--- src/rtl/core/jdcal_pkg.sv ---
// Package for the Julian Day to calendar date block.
// Holds the sequencer states, the multiplier operation codes, the fixed-point
// constants and the cumulative month table. No dependencies.
package jdcal_pkg;

	// Day number limits and epoch
	localparam logic [22:0] JD_MAX        = 23'd5373484;   // 9999 Dec 31
	localparam logic [23:0] JD_YEAR0_END  = 24'd1721425;   // 1 BC Dec 31
	localparam logic [8:0]  BC_YEAR_DAYS  = 9'd366;
	localparam logic [3:0]  YEAR_STEP_MAX = 4'd8;

	// Multiplier constants
	localparam logic [23:0] RECIP_YEAR    = 24'd11759221;  // round(2^32 / 365.2425)
	localparam logic [23:0] DAYS_PER_YEAR = 24'd365;
	localparam logic [23:0] RECIP_CENT    = 24'd5243;      // 2^19 / 100, rounded up
	localparam logic [23:0] RECIP_WEEK    = 24'd9586981;   // 2^26 / 7, rounded up

	localparam int MUL_A_W = 23;
	localparam int MUL_P_W = 47;

	typedef enum logic [1:0] {
		MUL_EST,
		MUL_WDAY,
		MUL_YEARDAYS,
		MUL_CENT
	} jdcal_mul_op_t;

	typedef enum logic [3:0] {
		S_IDLE,
		S_EST,
		S_YEAR,
		S_WDAY,
		S_KSET,
		S_K365,
		S_K100,
		S_L100,
		S_BASE,
		S_DIFF,
		S_CHECK,
		S_MONTH,
		S_DAY,
		S_DONE
	} jdcal_state_t;

	// Days in a common year before the first day of month idx+1 (idx 0..12)
	function automatic logic [8:0] cum_days(input logic [3:0] idx);
		logic [8:0] v;
		case (idx)
			4'd0:    v = 9'd0;
			4'd1:    v = 9'd31;
			4'd2:    v = 9'd59;
			4'd3:    v = 9'd90;
			4'd4:    v = 9'd120;
			4'd5:    v = 9'd151;
			4'd6:    v = 9'd181;
			4'd7:    v = 9'd212;
			4'd8:    v = 9'd243;
			4'd9:    v = 9'd273;
			4'd10:   v = 9'd304;
			4'd11:   v = 9'd334;
			4'd12:   v = 9'd365;
			default: v = 9'd365;
		endcase
		return v;
	endfunction

endpackage

--- src/rtl/core/jdcal_mul.sv ---
// Shared constant multiplier of the date block: one 23 x 24 bit product a cycle.
// The operation code picks the constant; the product is registered.
// Depends on jdcal_pkg.
module jdcal_mul import jdcal_pkg::*; (
	input  logic                clk,
	input  jdcal_mul_op_t       op,
	input  logic [MUL_A_W-1:0]  a,
	output logic [MUL_P_W-1:0]  prod
);

	logic [23:0]        b;
	logic [MUL_P_W-1:0] prod_q;

	// Select the constant operand
	always_comb begin
		case (op)
			MUL_EST:      b = RECIP_YEAR;
			MUL_WDAY:     b = RECIP_WEEK;
			MUL_YEARDAYS: b = DAYS_PER_YEAR;
			MUL_CENT:     b = RECIP_CENT;
			default:      b = RECIP_YEAR;
		endcase
	end

	// Register the product
	always_ff @(posedge clk) begin
		prod_q <= MUL_P_W'(a) * MUL_P_W'(b);
	end

	assign prod = prod_q;

endmodule

--- src/rtl/core/julian_day_to_calendar_date.sv ---
// Converts one Julian Day number into the proleptic Gregorian year (negative
// for BC, no year 0), month, day of month and weekday (0 = Sunday). Inputs
// above 5373484 are treated as 5373484. One transaction is worked at a time by
// a sequencer around a single shared constant multiplier: the year estimate and
// weekday, then year trials (one or two in practice, at most nine), the month
// walk, and the day and done states to finish. A new transaction is accepted
// only once the finished conversion has been loaded into the output register,
// which a stalled earlier result can delay. A finished result waits in the output
// register while the next transaction is already accepted and worked.
// Depends on jdcal_pkg and jdcal_mul.
module julian_day_to_calendar_date import jdcal_pkg::*; (
	input  logic               clk,
	input  logic               arst_n,
	input  logic               in_valid,
	output logic               in_stall,
	input  logic [22:0]        day_number,
	output logic               out_valid,
	input  logic               out_stall,
	output logic signed [14:0] year,
	output logic [3:0]         month,
	output logic [4:0]         day,
	output logic [2:0]         weekday
);

	jdcal_state_t       state_q, state_d;
	jdcal_mul_op_t      mul_op;
	logic [MUL_A_W-1:0] mul_a;
	logic [MUL_P_W-1:0] prod;

	// Work registers
	logic [22:0]        jd_q;
	logic signed [23:0] x_q;
	logic signed [14:0] n_q;
	logic [2:0]         wd_q;
	logic [13:0]        k_q;
	logic [13:0]        m_q;
	logic [21:0]        acc_q;
	logic [6:0]         c_q;
	logic [21:0]        base_q;
	logic               leap_q;
	logic signed [23:0] d_q;
	logic [3:0]         steps_q;
	logic [3:0]         mi_q;
	logic [3:0]         mo_q;
	logic [4:0]         dom_q;

	// Output registers
	logic               out_valid_q;
	logic signed [14:0] year_q;
	logic [3:0]         month_q;
	logic [4:0]         day_q;
	logic [2:0]         weekday_q;

	// Combinational helpers
	logic               in_acc;
	logic               out_load;
	logic [22:0]        jd_sat;
	logic [22:0]        mag;
	logic [13:0]        q_est;
	logic [22:0]        jd_inc;
	logic [20:0]        q7;
	logic [2:0]         wd_rem;
	logic [6:0]         h_cent;
	logic [13:0]        h100;
	logic               leap_d;
	logic               in_year;
	logic signed [23:0] lim;
	logic               month_hit;
	logic signed [23:0] dom_full;

	jdcal_mul u_mul (
		.clk  (clk),
		.op   (mul_op),
		.a    (mul_a),
		.prod (prod)
	);

	assign in_stall  = (state_q != S_IDLE);
	assign in_acc    = in_valid && !in_stall;
	assign out_load  = (state_q == S_DONE) && (!out_valid_q || !out_stall);
	assign out_valid = out_valid_q;
	assign year      = year_q;
	assign month     = month_q;
	assign day       = day_q;
	assign weekday   = weekday_q;

	// Datapath helpers
	always_comb begin
		jd_sat   = (day_number > JD_MAX) ? JD_MAX : day_number;
		mag      = x_q[23] ? 23'(-x_q) : x_q[22:0];
		q_est    = prod[45:32];
		jd_inc   = jd_q + 23'd1;
		q7       = prod[46:26];
		wd_rem   = jd_inc[2:0] - 3'(q7[2:0] * 3'd7);
		h_cent   = prod[25:19];
		h100     = 14'({h_cent, 6'b0}) + 14'({h_cent, 5'b0}) + 14'({h_cent, 2'b0});
		leap_d   = (m_q[1:0] == 2'd0) && ((m_q != h100) || (h_cent[1:0] == 2'd0));
		in_year  = (d_q >= 24'sd1) && (d_q <= (leap_q ? 24'sd366 : 24'sd365));
		lim      = $signed({15'd0, cum_days(mi_q)})
		         + (((mi_q >= 4'd2) && leap_q) ? 24'sd1 : 24'sd0);
		month_hit = (d_q <= lim) || (mi_q == 4'd12);
		dom_full = d_q - $signed({15'd0, cum_days(mo_q - 4'd1)})
		         - (((mo_q >= 4'd3) && leap_q) ? 24'sd1 : 24'sd0);
	end

	// Next state and multiplier operands
	always_comb begin
		state_d = state_q;
		mul_op  = MUL_EST;
		mul_a   = mag;
		case (state_q)
			S_IDLE:  if (in_acc) state_d = S_EST;
			S_EST: begin
				mul_op  = MUL_EST;
				mul_a   = mag;
				state_d = S_YEAR;
			end
			S_YEAR: begin
				mul_op  = MUL_WDAY;
				mul_a   = jd_inc;
				state_d = S_WDAY;
			end
			S_WDAY:  state_d = S_KSET;
			S_KSET:  state_d = S_K365;
			S_K365: begin
				mul_op  = MUL_YEARDAYS;
				mul_a   = 23'(k_q);
				state_d = S_K100;
			end
			S_K100: begin
				mul_op  = MUL_CENT;
				mul_a   = 23'(k_q);
				state_d = S_L100;
			end
			S_L100: begin
				mul_op  = MUL_CENT;
				mul_a   = 23'(m_q);
				state_d = S_BASE;
			end
			S_BASE:  state_d = S_DIFF;
			S_DIFF:  state_d = S_CHECK;
			S_CHECK: begin
				if (in_year || (steps_q == YEAR_STEP_MAX)) state_d = S_MONTH;
				else state_d = S_KSET;
			end
			S_MONTH: if (month_hit) state_d = S_DAY;
			S_DAY:   state_d = S_DONE;
			S_DONE:  if (out_load) state_d = S_IDLE;
			default: state_d = S_IDLE;
		endcase
	end

	// State register
	always_ff @(posedge clk or negedge arst_n) begin
		if (!arst_n) begin
			state_q <= S_IDLE;
		end else begin
			state_q <= state_d;
		end
	end

	// Work registers
	always_ff @(posedge clk) begin
		case (state_q)
			S_IDLE: begin
				if (in_acc) begin
					jd_q    <= jd_sat;
					x_q     <= $signed({1'b0, jd_sat}) - $signed(JD_YEAR0_END);
					steps_q <= 4'd0;
				end
			end
			S_YEAR: begin
				// Apply the sign of the offset; estimates for a non-negative offset, and a zero estimate, move up by one
				if (!x_q[23] || (q_est == 14'd0)) n_q <= $signed({1'b0, q_est}) + 15'sd1;
				else n_q <= -$signed({1'b0, q_est});
			end
			S_WDAY:  wd_q <= wd_rem;
			S_KSET: begin
				if (!n_q[14]) begin
					k_q <= (n_q == 15'sd0) ? 14'd0 : 14'(n_q - 15'sd1);
					m_q <= 14'(n_q);
				end else begin
					k_q <= 14'(~n_q);
					m_q <= 14'(~n_q);
				end
			end
			S_K100:  acc_q <= prod[21:0];
			S_L100:  c_q <= prod[25:19];
			S_BASE: begin
				leap_q <= leap_d;
				base_q <= acc_q + 22'(k_q >> 2) - 22'(c_q) + 22'(c_q >> 2);
			end
			S_DIFF: begin
				// Offset of the day within the trial year
				if (!n_q[14]) d_q <= x_q - $signed({2'b0, base_q});
				else d_q <= x_q + $signed({15'd0, BC_YEAR_DAYS}) + $signed({2'b0, base_q});
			end
			S_CHECK: begin
				if (in_year || (steps_q == YEAR_STEP_MAX)) begin
					mi_q <= 4'd1;
				end else begin
					steps_q <= steps_q + 4'd1;
					// Step the year, skipping year zero
					if (d_q < 24'sd1) n_q <= (n_q == 15'sd1) ? -15'sd1 : n_q - 15'sd1;
					else n_q <= (n_q == -15'sd1) ? 15'sd1 : n_q + 15'sd1;
				end
			end
			S_MONTH: begin
				if (month_hit) mo_q <= mi_q;
				else mi_q <= mi_q + 4'd1;
			end
			S_DAY:   dom_q <= dom_full[4:0];
			default: ;
		endcase
	end

	// Output register
	always_ff @(posedge clk or negedge arst_n) begin
		if (!arst_n) begin
			out_valid_q <= 1'b0;
		end else if (out_load) begin
			out_valid_q <= 1'b1;
		end else if (!out_stall) begin
			out_valid_q <= 1'b0;
		end
	end

	always_ff @(posedge clk) begin
		if (out_load) begin
			year_q    <= n_q;
			month_q   <= mo_q;
			day_q     <= dom_q;
			weekday_q <= wd_q;
		end
	end

	// Checks
	a_steps_bounded: assert property (@(posedge clk) disable iff (!arst_n)
		(state_q == S_CHECK) |-> (steps_q <= YEAR_STEP_MAX))
		else $error("year trial count out of bounds");

	a_month_walk_range: assert property (@(posedge clk) disable iff (!arst_n)
		(state_q == S_MONTH) |-> ((mi_q >= 4'd1) && (mi_q <= 4'd12)))
		else $error("month walk index out of range");

	a_load_from_done: assert property (@(posedge clk) disable iff (!arst_n)
		$rose(out_valid_q) |-> ($past(state_q) == S_DONE))
		else $error("result presented without a finished conversion");

	a_out_month_range: assert property (@(posedge clk) disable iff (!arst_n)
		out_valid_q |-> ((month_q >= 4'd1) && (month_q <= 4'd12)))
		else $error("result month out of range");

endmodule
--- config.mk ---
export PLATFORM = sky130hd
export DESIGN_NAME = julian_day_to_calendar_date
export DESIGN_NICKNAME = d
export VERILOG_FILES = /design/src/rtl/core/jdcal_pkg.sv /design/src/rtl/core/jdcal_mul.sv /design/src/rtl/core/julian_day_to_calendar_date.sv
export SDC_FILE = /design/constraint.sdc
export NUM_CORES = 2
export LEC_CHECK = 0
export BUFFER_PORTS_ARGS = -buffer_cell sky130_fd_sc_hd__buf_2
export CAP_MARGIN = 20
export CELL_PAD_IN_SITES_DETAIL_PLACEMENT = 0
export CELL_PAD_IN_SITES_GLOBAL_PLACEMENT = 1
export CORE_UTILIZATION = 47
export DETAILED_ROUTE_END_ITERATION = 8
export PLACE_DENSITY = 0.79
export SYNTH_ARGS = -nofsm -noshare
export SYNTH_HDL_FRONTEND = slang
export SYNTH_HIERARCHICAL = 1
export SYNTH_SLANG_ARGS = --single-unit
--- constraint.sdc ---
create_clock -name clk -period 7.93 [get_ports clk]
set_input_delay 1.586 -clock clk [delete_from_list [all_inputs] [get_ports clk]]
set_output_delay 1.586 -clock clk [all_outputs]
set_load 0.05 [all_outputs]
==> impl_metrics.env <==
export IMPL_regToRegSetupSlack_ps=-70
export IMPL_ioPinCount=56
export IMPL_coreArea_um2=68900
export IMPL_dieArea_um2=71100
export IMPL_finalCriticalPeriod_ps=8000
export IMPL_r2r_end="u_mul/prod[44]$_DFF_P_"
export IMPL_synthesis_nets=4243
export IMPL_grt_pass1_vias=25800
export IMPL_r2r_start="x_q[12]$_DFFE_PP_"
export IMPL_floorplan_initialDensity_pct=47.7
export IMPL_violations="setup timing"
export IMPL_skew_ps=18.9
export IMPL_netlist_area_um2=32900
export IMPL_postLayoutCoreUtil_pct=56.5
export IMPL_antenna_found_initial=9
export IMPL_setup_tns_final_ps=-331
export IMPL_hpwlAfterDp_um=75900
export IMPL_rsz0062_at_grt="yes"
export IMPL_gp_congestion=0.939
export IMPL_critical_path_buf_inv_count=6
export IMPL_cts_tree="yes"
export IMPL_critical_path_max_stage_delay_ps=550
export IMPL_maxSlewViolCount=0
export IMPL_period_share_pct=101
export IMPL_worstPathRequired_ps=8400
export IMPL_cts_made_buffers=29
export IMPL_vias_per_cell=5.28
export IMPL_drive_gt1_share_pct=18.0
export IMPL_synth_area_per_cell_um2=9.60
export IMPL_drt_iter0_drc=1627
export IMPL_status="finished with violations"
export IMPL_hold_path_class="reg -> reg"
export IMPL_cts_max_path_buffers=3
export IMPL_relSlewSlack_pct=23.4
export IMPL_overflow=0
export IMPL_synthCells=3430
export IMPL_dp_slack_ps=-630
export IMPL_critPathArrivalTime_ps=8470
export IMPL_portBuffers=55
export IMPL_cap_violations=0
export IMPL_postRouteAntennaNets=0
export IMPL_crit_family="adder cells"
export IMPL_path_max_fanout=4
export IMPL_area_growth_pct=18.3
export IMPL_ctsRootBufferMaster="clkbuf_16"
export IMPL_wl_um=90100
export IMPL_path_class="reg -> reg"
export IMPL_cts_sinks=270
export IMPL_critPathLaunchType="register"
export IMPL_r2r_worst_path_cells=29
export IMPL_fp_dieH_um=267
export IMPL_worstHoldEndpoint="acc_q[18]$_DFFE_PP_"
export IMPL_worst_pin_slew_ps=1150
export IMPL_worstSkewPairLatency_ps=590
export IMPL_placed_area_um2=36800
export IMPL_clk_pin_slew_ps=60
export IMPL_hold_start="u_mul/prod[18]$_DFF_P_"
export IMPL_grt_pass1_wl_um=142000
export IMPL_cpMaxStageDelayCell="or4_4"
export IMPL_postLayoutCellArea_um2=39000
export IMPL_grt_max_degree=62
export IMPL_crit_top_cell="fa_1"
export IMPL_max_freq_mhz=125
export IMPL_setup_ws_ps=-70.1
export IMPL_layout_nets=4608
export IMPL_hold_violations=0
export IMPL_end_kind="register"
export IMPL_h_tree_depth=1
export IMPL_grt_use_total_pct=25.8
export IMPL_num_rows=96
export IMPL_min_path_cells=0
export IMPL_drcViolationCount=0
export IMPL_yosys_warnings=6
export IMPL_drt_pass1_iter_count=6
export IMPL_die_w_um=267
export IMPL_setup_viol=10
export IMPL_via_count=25100
export IMPL_wl_per_cell_um=19.0
cell usage in the layout, fill, tap and decap left out, types with 15 or more instances in the layout:
cell         n
inv_1      679
ha_1       397
fa_1       347
buf_4      344
edfxtp_1   213
nand2_1    175
nor2_1     161
a21oi_1    149
xnor2_1    106
xor2_1      95
o21ai_0     82
and2_1      72
nand2b_1    62
buf_2       55
nor3_1      54
dfxtp_1     52
nand3_1     50
nor2b_1     47
a21o_1      46
clkbuf_16   34
nand4_1     25
ha_4        24
o21bai_1    23
and3_1      23
inv_2       21
o22ai_1     20
o21a_1      19
o21ai_1     18
nor4_1      18
fa_2        17
buf_6       16
mux2i_1     15
sequential cells by signal, indices dropped and copies added (netlist names), 15 cells and up, named ones only:
| name | cells |
|---|---|
| d_q | 24 |
| acc_q | 22 |
| n_q | 15 |
| jd_q | 23 |
| year | 15 |
| x_q | 24 |
| base_q | 22 |
| u_mul/prod | 43 |
routing by layer:
metal,global-route usage [%],vias up,share of wire (%)
li1,-,12100,-
met1,34.3,12200,44
met2,43.5,637,47
met3,3.65,169,5.7
met4,7.84,14,3.2
met5,0,-,0.079
through the flow:
| step | instances | hold WS [ps] |
|---|---|---|
| 2_1_floorplan | 3430 | 386 |
| 3_3_place_gp | 4667 | 389 |
| 3_5_place_dp | 4667 | 389 |
| 4_1_cts | 4738 | 404 |
| 5_1_grt | 4750 | 408 |
| 6_report | 4752 | 404 |
worst reg2reg max path: cells and delay by family (launching register included):
kind	cells	cell delay, ps
flip-flops	1	380
buffers and inverters	6	380
XOR/XNOR	3	440
AND/OR/NAND/NOR	6	1720
AO/OA/AOI/OAI	6	1440
adder cells (fa/ha/maj)	8	3520
cell type report:
type / instances / area (µm²)
fillers: 6157 / 30000
clock inverters: 18 / 168
repair buffers: 424 / 3220
well taps: 931 / 1160
diodes: 3 / 7.51
inverters: 703 / 2650
multi-input cells: 2367 / 23300
clock buffers: 36 / 868
flip-flops and latches: 270 / 7560
how the worst max path moves through the flow:
| stage | start | end | slack [ps] | cells after the start |
|---|---|---|---|---|
| floorplan | x_q[12]$_DFFE_PP_ | u_mul/prod[41]$_DFF_P_ | 20 | 25 |
| global placement | x_q[1]$_DFFE_PP_ | u_mul/prod[45]$_DFF_P_ | -440 | 28 |
| detailed placement | x_q[1]$_DFFE_PP_ | u_mul/prod[41]$_DFF_P_ | -630 | 28 |
| CTS | x_q[1]$_DFFE_PP_ | u_mul/prod[41]$_DFF_P_ | -90 | 29 |
| global route | x_q[1]$_DFFE_PP_ | u_mul/prod[41]$_DFF_P_ | -350 | 33 |
| finish | x_q[12]$_DFFE_PP_ | u_mul/prod[44]$_DFF_P_ | -70 | 29 |
repair_timing:
action / CTS / global route
setup buffers: 17 / 11
resized for setup: 131 / 88
hold buffers: 0 / 0
pin swaps: 104 / 65
endpoints found under the setup margin: 22 / 23
Power is left out: the tool's default activity adds up to more than one toggle a clock period on the data nets, which glitch-free logic cannot reach.
